[src/rtl/lsfw_pkg.sv]
package lsfw_pkg;

    localparam int unsigned FRAME_BITS = 28;
    localparam int unsigned POS_W      = 5;

    // Row base addresses of the four display lines
    localparam logic [7:0] ROW_BASE [4] = '{8'h80, 8'h90, 8'h88, 8'h98};

    typedef enum logic [1:0] {
        CMD_CTRL   = 2'd0,
        CMD_DATA   = 2'd1,
        CMD_CURSOR = 2'd2
    } t_cmd;

    typedef struct packed {
        logic [1:0] cmd;
        logic [7:0] byte_value;
        logic [2:0] row;
        logic [3:0] column;
    } t_in_beat;

    typedef struct packed {
        logic             serial_bit;
        logic [POS_W-1:0] bit_position;
        logic             last;
    } t_out_beat;

    // Classified command: register select and the byte to send
    typedef struct packed {
        logic       rs;
        logic [7:0] data;
    } t_frame;

    function automatic logic frame_bit(input t_frame frame, input logic [POS_W-1:0] pos);
        logic [FRAME_BITS-1:0] word;
        logic [POS_W-1:0]      idx;
        word = {5'b11111, 1'b0, frame.rs, 1'b0, frame.data[7:4], 4'b0000,
                frame.data[3:0], 8'h00};
        idx  = POS_W'(FRAME_BITS - 1) - pos;
        return word[idx];
    endfunction

endpackage

[src/rtl/lsfw_front.sv]
module lsfw_front
    import lsfw_pkg::*;
(
    input  logic     i_clk,
    input  logic     i_rst_n,
    input  logic     i_push,
    output logic     o_full,
    input  t_in_beat i_item,
    output logic     o_valid,
    output t_frame   o_frame,
    input  logic     i_ready
);

    logic   r_valid;
    t_frame r_frame;
    t_frame n_frame;
    logic   n_keep;
    logic   take;
    logic [1:0] row_c;
    logic [2:0] col_c;

    assign o_full  = r_valid && !i_ready;
    assign take    = i_push && !o_full;
    assign o_valid = r_valid;
    assign o_frame = r_frame;

    always_comb begin
        row_c   = (i_item.row > 3'd3) ? 2'd3 : i_item.row[1:0];
        col_c   = (i_item.column > 4'd7) ? 3'd7 : i_item.column[2:0];
        n_keep  = 1'b1;
        n_frame = '{rs: 1'b0, data: i_item.byte_value};
        case (t_cmd'(i_item.cmd))
            CMD_CTRL: begin
                n_frame.rs = 1'b0;
            end
            CMD_DATA: begin
                n_frame.rs = 1'b1;
            end
            CMD_CURSOR: begin
                // column stays below 8, so the base's low bits are free
                n_frame.data = ROW_BASE[row_c] | {5'b00000, col_c};
            end
            default: begin
                // drop the undefined command
                n_keep = 1'b0;
            end
        endcase
    end

    always_ff @(posedge i_clk) begin
        if (!i_rst_n) begin
            r_valid <= 1'b0;
        end else if (take) begin
            r_valid <= n_keep;
        end else if (i_ready) begin
            r_valid <= 1'b0;
        end
    end

    always_ff @(posedge i_clk) begin
        if (take) begin
            r_frame <= n_frame;
        end
    end

endmodule

[src/rtl/lsfw_queue.sv]
module lsfw_queue
    import lsfw_pkg::*;
(
    input  logic   i_clk,
    input  logic   i_rst_n,
    input  logic   i_wr_en,
    output logic   o_wr_ready,
    input  t_frame i_wr_data,
    output logic   o_rd_valid,
    input  logic   i_rd_en,
    output t_frame o_rd_data
);

    t_frame     r_mem [2];
    logic       r_wr;
    logic       r_rd;
    logic [1:0] r_count;
    logic       wr;
    logic       rd;

    assign o_wr_ready = (r_count != 2'd2);
    assign o_rd_valid = (r_count != 2'd0);
    assign o_rd_data  = r_mem[r_rd];
    assign wr         = i_wr_en && o_wr_ready;
    assign rd         = i_rd_en && o_rd_valid;

    always_ff @(posedge i_clk) begin
        if (!i_rst_n) begin
            r_wr    <= 1'b0;
            r_rd    <= 1'b0;
            r_count <= 2'd0;
        end else begin
            if (wr) begin
                r_wr <= ~r_wr;
            end
            if (rd) begin
                r_rd <= ~r_rd;
            end
            case ({wr, rd})
                2'b10:   r_count <= r_count + 2'd1;
                2'b01:   r_count <= r_count - 2'd1;
                default: r_count <= r_count;
            endcase
        end
    end

    always_ff @(posedge i_clk) begin
        if (wr) begin
            r_mem[r_wr] <= i_wr_data;
        end
    end

`ifndef ASSERT_OFF
    a_count_bound: assert property (@(posedge i_clk) disable iff (!i_rst_n)
        r_count <= 2'd2)
        else $error("queue fill count out of range");

    a_ptr_match: assert property (@(posedge i_clk) disable iff (!i_rst_n)
        (r_count == 2'd0 || r_count == 2'd2) |-> (r_wr == r_rd))
        else $error("queue pointers disagree with fill count");
`endif

endmodule

[src/rtl/lsfw_back.sv]
module lsfw_back
    import lsfw_pkg::*;
(
    input  logic      i_clk,
    input  logic      i_rst_n,
    input  logic      i_valid,
    input  t_frame    i_frame,
    output logic      o_take,
    output logic      o_empty,
    input  logic      i_pop,
    output t_out_beat o_result
);

    logic             r_busy;
    logic [POS_W-1:0] r_pos;
    t_frame           r_frame;
    logic             r_out_valid;
    t_out_beat        r_out;
    logic             advance;
    logic             emit;
    logic             at_end;
    t_frame           cur;

    assign advance  = !r_out_valid || i_pop;
    assign emit     = advance && (r_busy || i_valid);
    assign o_take   = advance && !r_busy && i_valid;
    assign cur      = r_busy ? r_frame : i_frame;
    assign at_end   = (r_pos == POS_W'(FRAME_BITS - 1));
    assign o_empty  = !r_out_valid;
    assign o_result = r_out;

    always_ff @(posedge i_clk) begin
        if (!i_rst_n) begin
            r_busy      <= 1'b0;
            r_pos       <= '0;
            r_out_valid <= 1'b0;
        end else begin
            if (emit) begin
                r_out_valid <= 1'b1;
                if (at_end) begin
                    r_busy <= 1'b0;
                    r_pos  <= '0;
                end else begin
                    r_busy <= 1'b1;
                    r_pos  <= r_pos + POS_W'(1);
                end
            end else if (i_pop) begin
                r_out_valid <= 1'b0;
            end
        end
    end

    always_ff @(posedge i_clk) begin
        if (o_take) begin
            r_frame <= i_frame;
        end
        if (emit) begin
            r_out.serial_bit   <= frame_bit(cur, r_pos);
            r_out.bit_position <= r_pos;
            r_out.last         <= at_end;
        end
    end

`ifndef ASSERT_OFF
    a_last_pos: assert property (@(posedge i_clk) disable iff (!i_rst_n)
        (!o_empty && r_out.last) |-> (r_out.bit_position == POS_W'(FRAME_BITS - 1)))
        else $error("last beat not at final frame position");

    a_idle_pos: assert property (@(posedge i_clk) disable iff (!i_rst_n)
        !r_busy |-> (r_pos == '0))
        else $error("bit counter moved while no frame in flight");

    a_next_pos: assert property (@(posedge i_clk) disable iff (!i_rst_n)
        (!o_empty && i_pop && !r_out.last) |=>
            (!o_empty && r_out.bit_position == POS_W'($past(r_out.bit_position) + 1)))
        else $error("frame beats not contiguous");
`endif

endmodule

[src/rtl/lcd_serial_frame_writer.sv]
// Channel   Handshake          Payload
// command   push / full        i_item   (t_in_beat: cmd, byte_value, row, column)
// result    pop / empty        o_result (t_out_beat: serial_bit, bit_position, last)
//
// Each command yields 28 result beats, one per cycle while pop keeps up; the
// bit shifter in the back end sets the rate. An undefined command is
// dropped at the front and gives no beats.
// A front register and a two-entry queue hold up to three commands while the
// shifter runs. Synchronous active-low reset empties every stage.
// A stall on pop freezes the shifter; full rises once front and queue are taken.
module lcd_serial_frame_writer
    import lsfw_pkg::*;
(
    input  logic      i_clk,
    input  logic      i_rst_n,
    input  logic      push,
    output logic      full,
    input  t_in_beat  i_item,
    output logic      empty,
    input  logic      pop,
    output t_out_beat o_result
);

    logic   f_valid;
    t_frame f_frame;
    logic   q_ready;
    logic   q_valid;
    t_frame q_frame;
    logic   b_take;

    lsfw_front u_front (
        .i_clk   (i_clk),
        .i_rst_n (i_rst_n),
        .i_push  (push),
        .o_full  (full),
        .i_item  (i_item),
        .o_valid (f_valid),
        .o_frame (f_frame),
        .i_ready (q_ready)
    );

    lsfw_queue u_queue (
        .i_clk      (i_clk),
        .i_rst_n    (i_rst_n),
        .i_wr_en    (f_valid),
        .o_wr_ready (q_ready),
        .i_wr_data  (f_frame),
        .o_rd_valid (q_valid),
        .i_rd_en    (b_take),
        .o_rd_data  (q_frame)
    );

    lsfw_back u_back (
        .i_clk    (i_clk),
        .i_rst_n  (i_rst_n),
        .i_valid  (q_valid),
        .i_frame  (q_frame),
        .o_take   (b_take),
        .o_empty  (empty),
        .i_pop    (pop),
        .o_result (o_result)
    );

endmodule
[config.mk]
export PLATFORM = sky130hd
export DESIGN_NAME = lcd_serial_frame_writer
export DESIGN_NICKNAME = d
export VERILOG_FILES = /design/src/rtl/lsfw_pkg.sv /design/src/rtl/lsfw_front.sv /design/src/rtl/lsfw_queue.sv /design/src/rtl/lsfw_back.sv /design/src/rtl/lcd_serial_frame_writer.sv
export SDC_FILE = /design/constraint.sdc
export NUM_CORES = 1
export LEC_CHECK = 0
export BUFFER_PORTS_ARGS = -buffer_cell sky130_fd_sc_hd__buf_2
export CAP_MARGIN = 20
export CORE_UTILIZATION = 40
export CTS_CLUSTER_DIAMETER = 80
export CTS_CLUSTER_SIZE = 20
export DETAILED_ROUTE_END_ITERATION = 8
export PLACE_DENSITY = 0.6
export SLEW_MARGIN = 20
export SYNTH_ARGS = -nofsm -noshare
export SYNTH_HDL_FRONTEND = slang
export SYNTH_SLANG_ARGS = --single-unit
[constraint.sdc]
create_clock -name i_clk -period 3.1 [get_ports i_clk]
set_input_delay 0.31 -clock i_clk [delete_from_list [all_inputs] [get_ports i_clk]]
set_output_delay 0.31 -clock i_clk [all_outputs]
set_load 0.05 [all_outputs]
==> out/metrics.csv, run 1 <==
metric,value,unit
Tightest Pin Transition,0.741,ns
Top delay family on crit path,multiplexers,
P&R area growth vs syn,12.5,%
root buffer cell,clkbuf_8,
most common cell in the netlist,edfxtp_1,
row count,27,
Logic pwr share,0.304,
post-synthesis sequential area ratio,0.663,
drt first pass iters,4,
setup_tns,0,ns
layout cells sized above 1,0.256,
Routed WL,3390,µm
Synth area leaders,"edfxtp_1, dfxtp_1, mux2_4",
CP Max Fanout,9,
CP bufs+invs,0,
Non-Filler Instances,271,
Startpoint Class,flop,
DP Area,0.00255,mm²
static leakage,0.983,nW
via/cell ratio,4.94,
cts bufs inserted,5,
pin count of the biggest net entering global routing,17,
CTS tree,done,
mean area per synthesized cell,14.0,µm²
NetSw,728,µW
CTS H-tree lvls,2,
status,"finished, final reports clean",
Tmin final,1.97,ns
Sink Count,56,
Post-CTS Setup Inserts,0,
clock share of power,0.171,
post-placement cell count,263,
RSZ-0062 raised after global routing,no,
"Top FF cell, synth",edfxtp_1,
crit end category,flop,
Mapped Nets,193,
vias in the first global route,1317,
Fmax,509,MHz
DIE AREA,0.00616,mm²
VDD IR max,0.424,mV
DRC viols,0,
Tot GR Track Use,0.121,
global-route wire length before repair,5800,µm
ANT cells,0,
area share of the largest cell type after synthesis,0.552,
DIE HEIGHT,78.5,µm
Tcrit/Tclk final,0.634,
Sequential Power Share,0.525,
final setup fails,0,
"CTS clk-pin slew, worst paths",0.09,ns
Yosys top cell by area,edfxtp_1,
Post-synth ARST share,0,
Final Skew,0.00654,ns
Yosys cell types,36,
initial drt markers,48,
vias,1338,
worst-path cell chain,mux2_4 > mux4_2 > o22ai_2 > o22ai_1,
CP max stage delay,0.65,ns
synth warn,0,
PostCTS Resize Cnt,0,
io pins,30,
PortBufs,29,
CP max-delay cell,dfxtp_1,
Syn Inst Count,167,
Final Core Density,0.472,
Die X,78.5,µm
Starting Density,0.420,
routability congestion estimate,0.795,
internal power,1.41,mW
Post-synth top cells,"edfxtp_1, nand2_1, nor2_1",
R2R setup slack,1.13,ns
post-detail-place hpwl,2590,µm
initial antenna violation count,0,
Max Slew Vio Count,0,
WL/cell,12.5,µm
hold-fix buffers at CTS,0,
Final Cell Area,0.00263,mm²
max-cap violation count,0,
"FF+latch count, synth",56,
Nets,224,
PwrDens,811,mW/mm²
Max clock buf depth,2,
WP data required,3.15,ns
core area,0.00557,mm²
CP Class,flop to flop,
synthesized cell area,0.00234,mm²
grt total ovfl,0,
final-report hold violation count,0,
CP Data Arrival Time,2.01,ns
switch share,0.341,
Hold Path Class,primary input to flop,
"EDFF count, synth",43,
max-slew headroom at the worst pin,0.505,
antenna-violating nets left,0,
later-pin clock latency in the skew report,0.29,ns
[final timing paths]
path                      start             endpoint  cells past startpoint
max                        flop   u_back.o_result[6]                      4
min                     i_rst_n      u_back.r_pos[3]                      2
max reg2reg                flop   u_back.o_result[6]                      4
min reg2reg  u_front.o_frame[3]  u_queue.r_mem[1][3]                      0
[state kept, by name, summed over array words and instances (netlist names), named ones only]
| name | flops |
|---|---|
| u_back.r_out_valid | 1 |
| u_back.r_frame | 9 |
| u_queue.r_count | 2 |
| u_front.o_frame | 9 |
| u_back.r_busy | 1 |
| u_back.o_result | 7 |
| u_queue.r_wr | 1 |
| u_front.o_valid | 1 |
| u_back.r_pos | 5 |
| u_queue.r_rd | 1 |
| u_queue.r_mem | 18 |
[kinds of logic (layout without fill, tap and decap cells)]
family	after synthesis	after routing	synth area share
fa+ha+maj	5	5	0.0267
flops	56	56	0.663
compound gates	22	22	0.0572
buf+inv	11	43	0.0214
mux	15	15	0.104
simple gates	52	52	0.105
xor+xnor	6	6	0.0225
[routing by layer]
metal | GRT usage | up-vias | wire [µm]
met2 | 0.220 | 37 | 1770
met3 | 0.0360 | 2 | 162
met1 | 0.134 | 632 | 1430
met5 | 0 | - | 0
li1 | - | 667 | -
met4 | 0.0389 | 0 | 24
[cell type report]
class                      instances  area, µm²
clock buffer                       7       76.3
clock inverter                     1       5.00
fill                             496       2940
inverter                           5       18.8
multi-input combinational        100        738
sequential                        56       1550
tap                               72       90.1
timing repair buffer              30        153
[cells in the final DEF (no fill, tap or decap), types with 2 or more instances in the layout]
cell       n
clkbuf_1   2
nand3_1    2
inv_1      5
nor2b_1    3
clkbuf_8   5
xor2_1     2
mux4_2     4
o21ai_0    3
buf_2     29
nand2b_1   4
and2_1     2
nor2_1    15
nor3_1     3
ha_1       5
edfxtp_1  43
a21oi_1    6
nand4_1    2
mux2_4     8
or3_1      3
nand2_1   15
o21ai_1    5
xnor2_1    4
o211ai_1   2
dfxtp_1   13
[power by group through the flow]
stage | combinational, mW | sequential, mW | clock, mW
floorplan | 0.423 | 1.22 | 0
global placement | 0.636 | 1.14 | 0
detailed placement | 0.654 | 1.14 | 0
CTS | 0.655 | 1.13 | 0.380
global route | 0.701 | 1.14 | 0.406
finish | 0.650 | 1.12 | 0.366
[stage by stage]
stage	power (mW)	hold WS [ns]	setup slack [ns]
2_1_floorplan	1.64	0.421	0.855
3_3_place_gp	1.77	0.429	1.18
3_5_place_dp	1.80	0.442	1.11
4_1_cts	2.16	0.220	1.11
5_1_grt	2.25	0.218	1.05
6_report	2.14	0.226	1.13
Note: power is estimated with default switching activity, not from simulation.
==> run 2, diff against run 1 <==
Settings changed: PLACE_DENSITY 0.6 to 0.62.
Clock period 3.1 ns to 1.7 ns, I/O delays scaled along.
==> out/metrics.csv, run 2 (synthesis gave the netlist of run 1 again) <==
metric,value,unit,change
DIE AREA,0.00616,mm²,unchanged
io pins,30,,unchanged
crit end category,flop,,
Reg with most FFs,u_queue.r_mem,,
Final Cell Area,0.00278,mm²,+5.7%
CP Class,flop to flop,,
DIE HEIGHT,78.5,µm,unchanged
WL/cell,12.7,µm,+1.5%
Nets,236,,+5.4%
Tmin final,1.78,ns,-0.186 ns
WP data required,1.76,ns,-1.39 ns
final-report hold violation count,0,,unchanged
Final Core Density,0.499,,+0.0267
vias,1361,,+1.7%
CP Max Fanout,4,,-5
PwrDens,1490,mW/mm²,+83%
CP max-delay cell,mux4_2,,
worst-path cell chain,clkbuf_16 > mux2_4 > mux4_2 > o22ai_2 > o22ai_1,,
core area,0.00557,mm²,unchanged
PortBufs,29,,unchanged
initial drt markers,73,,+52%
static leakage,1.06,nW,+8.2%
most frequent cells in the layout,"edfxtp_1, buf_2, nand2_1",,
Non-Filler Instances,283,,+4.4%
post-detail-place hpwl,2650,µm,+2.3%
initial antenna violation count,0,,unchanged
pin count of the biggest net entering global routing,20,,+3
root buffer cell,clkbuf_8,,
Routed WL,3590,µm,+6.0%
Tcrit/Tclk final,1.05,,+0.413
status,"complete, but fails checks",,
hold-fix buffers at CTS,0,,unchanged
global-route wire length before repair,6100,µm,+5.2%
CP max stage delay,0.46,ns,-0.19 ns
vias in the first global route,1343,,+2.0%
max-slew headroom at the worst pin,0.669,,+0.164
CP Data Arrival Time,1.84,ns,-0.17 ns
routability congestion estimate,0.755,,-5.1%
Hold Startpoint,i_rst_n,,
row count,27,,unchanged
grt total ovfl,0,,unchanged
P&R area growth vs syn,18.9,%,
via/cell ratio,4.81,,-2.6%
Hold Crit Depth,2,,unchanged
Tightest Pin Transition,0.495,ns,-0.246 ns
Starting Density,0.420,,unchanged
antenna-violating nets left,0,,unchanged
drt first pass iters,4,,unchanged
DRC viols,0,,unchanged
later-pin clock latency in the skew report,0.30,ns,about the same
Final Skew,0.00892,ns,+0.00238 ns
WHS,0.0974,ns,-0.129 ns
CTS H-tree lvls,2,,unchanged
max reg flops,18,,unchanged
layout cells sized above 1,0.332,,+0.0755
r2r worst-path depth,5,,+1
ANT cells,0,,unchanged
DP Area,0.00265,mm²,+3.7%
CTS tree,done,,
"CTS clk-pin slew, worst paths",0.10,ns,about the same
VDD IR max,0.602,mV,+42%
cts bufs inserted,5,,unchanged
Hold Path Class,primary input to flop,,
failing checks,setup timing,,
Die X,78.5,µm,unchanged
Max clock buf depth,2,,unchanged
max-cap violation count,0,,unchanged
Sink Count,56,,unchanged
"Worst Setup Slack, final",-0.0803,ns,-1.21 ns
final setup fails,1,,+1
Tot GR Track Use,0.130,,+0.00872
RSZ-0062 raised after global routing,yes,,
Startpoint Class,flop,,
post-placement cell count,273,,+3.8%
Fmax,562,MHz,+10%
"commonest non-fill, non-tap cell in the layout",edfxtp_1,,
Post-Place Worst Slack,-0.116,ns,-1.23 ns
Max Slew Vio Count,0,,unchanged
-- run 2: metal layers --
layer  track usage  vias to the layer above  share of wire
met5             0                        -              0
met4        0.0389                        0         0.0042
met3        0.0384                        2          0.044
met2         0.230                       39           0.50
met1         0.150                      628           0.45
li1              -                      692              -
-- run 2: final timing paths --
check	to	slack, ns
worst max-delay path	u_back.o_result[6]	-0.08
worst min-delay path	u_back.r_pos[3]	0.1
worst max register to register	u_back.o_result[6]	-0.08
worst min register to register	u_queue.r_mem[1][6]	0.46
-- run 2: power by group --
part	internal (mW)	total, mW	switching, mW
sequential	1.84	1.98	0.137
clock	0.301	0.737	0.436
combinational	0.563	1.42	0.858
total	2.71	4.14	1.43
-- run 2: final cells by class --
cell class | count | area, µm²
clock buffer | 5 | 68.8
clock inverter | 3 | 26.3
fill | 477 | 2790
inverter | 5 | 18.8
multi-input combinational | 100 | 748
sequential | 56 | 1560
tap | 72 | 90.1
timing repair buffer | 42 | 273
-- run 2: timing repair --
| action | CTS | global route |
|---|---|---|
| setup buffers | 1 | 0 |
| gates resized for setup | 1 | 3 |
| gates cloned | 0 | 1 |
| setup endpoints to repair | 1 | 2 |
| pin swaps | 0 | 1 |
-- run 2: worst max-delay path, delay by kind of cell (launching register included) --
| family | cells | cell delay [ns] |
|---|---|---|
| buf+inv | 1 | 0.14 |
| compound gates | 2 | 0.23 |
| flops | 1 | 0.39 |
| mux | 2 | 0.76 |
-- run 2: through the flow --
| step | total power, mW | setup TNS, ns |
|---|---|---|
| 3_5_place_dp | 3.41 | -0.116 |
| 5_1_grt | 4.37 | -0.136 |
| 3_3_place_gp | 3.37 | -0.0700 |
| 2_1_floorplan | 3.01 | -0.189 |
| 4_1_cts | 4.15 | -0.0997 |
| 6_report | 4.14 | -0.0803 |
==> run 3, diff against run 2 <==
Settings changed: CTS_BUF_LIST set to sky130_fd_sc_hd__clkbuf_4.
==> out/metrics.csv, run 3 (synthesis gave the netlist of run 1 again) <==
metric,value,unit,change
Max Slew Vio Count,0,,unchanged
vias in the first global route,1333,,-0.74%
initial drt markers,76,,+4.1%
R2R setup slack,-0.09,ns,about the same
grt total ovfl,0,,unchanged
final setup fails,1,,unchanged
PwrDens,1450,mW/mm²,-2.8%
Startpoint Class,flop,,
"commonest non-fill, non-tap cell in the layout",edfxtp_1,,
CP Data Arrival Time,1.92,ns,+0.08 ns
row count,27,,unchanged
r2r worst-path depth,5,,unchanged
max reg flops,18,,unchanged
Max clock buf depth,2,,unchanged
Die X,78.5,µm,unchanged
failing checks,setup timing,,
Hold Startpoint,push,,
DIE AREA,0.00616,mm²,unchanged
static leakage,1.05,nW,-0.82%
global-route wire length before repair,6070,µm,-0.56%
max-cap violation count,0,,unchanged
CTS H-tree lvls,2,,unchanged
Sink Count,56,,unchanged
CP Class,flop to flop,,
Final Skew,0.0132,ns,+0.00428 ns
Hold Crit Depth,3,,+1
Starting Density,0.420,,unchanged
DRC viols,0,,unchanged
Tightest Pin Transition,0.494,ns,-0.00141 ns
cts bufs inserted,5,,unchanged
Tcrit/Tclk final,1.05,,+0.00376
WL/cell,12.4,µm,-1.8%
Reg with most FFs,u_queue.r_mem,,
Final Cell Area,0.00276,mm²,-0.76%
Hold Path Class,primary input to flop,,
status,"complete, but fails checks",,
WP data required,1.83,ns,+0.07 ns
DIE HEIGHT,78.5,µm,unchanged
routability congestion estimate,0.755,,unchanged
via/cell ratio,4.78,,-0.64%
"CTS clk-pin slew, worst paths",0.16,ns,+0.06 ns
layout cells sized above 1,0.330,,-0.00156
VDD IR max,0.602,mV,about the same
max-slew headroom at the worst pin,0.670,,+0.000944
Fmax,560,MHz,-0.36%
"Worst Setup Slack, final",-0.0867,ns,-0.00640 ns
Tmin final,1.79,ns,+0.00640 ns
PortBufs,29,,unchanged
pin count of the biggest net entering global routing,20,,unchanged
most frequent cells in the layout,"edfxtp_1, buf_2, nand2_1",,
Nets,237,,+0.42%
core area,0.00557,mm²,unchanged
vias,1357,,-0.29%
final-report hold violation count,0,,unchanged
P&R area growth vs syn,18.0,%,
post-detail-place hpwl,2650,µm,unchanged
CTS tree,done,,
Tot GR Track Use,0.129,,-0.00101
later-pin clock latency in the skew report,0.37,ns,+0.07 ns
CP Max Fanout,4,,unchanged
crit end category,flop,,
antenna-violating nets left,0,,unchanged
initial antenna violation count,0,,unchanged
total power,3.99,mW,-3.6%
drt first pass iters,4,,unchanged
root buffer cell,clkbuf_4,,
io pins,30,,unchanged
ANT cells,0,,unchanged
DP Area,0.00265,mm²,unchanged
Routed WL,3540,µm,-1.4%
RSZ-0062 raised after global routing,yes,,
## run 3: area by class of cell
cell class	instances	area, µm²
fillers	481	2810
flip-flops and latches	56	1560
multi-input cells	100	748
repair buffers	43	283
well taps	72	90.1
clock buffers	5	37.5
clock inverters	3	26.3
inverters	5	18.8
## run 3: path summary, 6_finish.rpt
check	to
setup / recovery	u_back.o_result[6]
hold / removal	u_front.o_valid
setup reg to reg	u_back.o_result[6]
hold reg to reg	u_queue.r_mem[1][6]
## run 3: where the power goes
group	internal [mW]	switching, mW	leakage, nW	total (mW)
clock	0.173	0.421	0.0358	0.594
sequential	1.84	0.138	0.510	1.98
combinational	0.565	0.854	0.509	1.42
## run 3: through the flow
step / worst slack [ns] / TNS [ns] / std cells / hold WS [ns] / util
after CTS: -0.109 / -0.109 / 282 / 0.000946 / 0.488
after global routing: -0.137 / -0.137 / 284 / 0.0132 / 0.495
after global placement: -0.0700 / -0.0700 / 273 / 0.411 / 0.475
final: -0.0867 / -0.0867 / 284 / 0.0400 / 0.495
after floorplan: -0.189 / -0.189 / 167 / 0.288 / -
after detailed placement: -0.116 / -0.116 / 273 / 0.416 / 0.475
## run 3: timing repair
item,in CTS,in global routing
setup endpoints to repair,1,2
resized for setup,1,3
hold endpoints to repair,0,1
gates cloned,0,1
hold buffers,0,1
setup buffers,1,0
pin swaps,0,1
## run 3: critical path, cell delays in order (launching register included)
cell	delay, ns
dfxtp_4	0.41
clkbuf_16	0.14
mux2_4	0.30
mux4_2	0.46
o22ai_2	0.14
o22ai_1	0.09
## run 3: routing by layer
layer  share of wire  GRT usage  vias up
met4          0.0085     0.0444        0
met2            0.50      0.226       32
met5               0          0        -
met3           0.037     0.0349        4
met1            0.45      0.150      627
li1                -          -      694
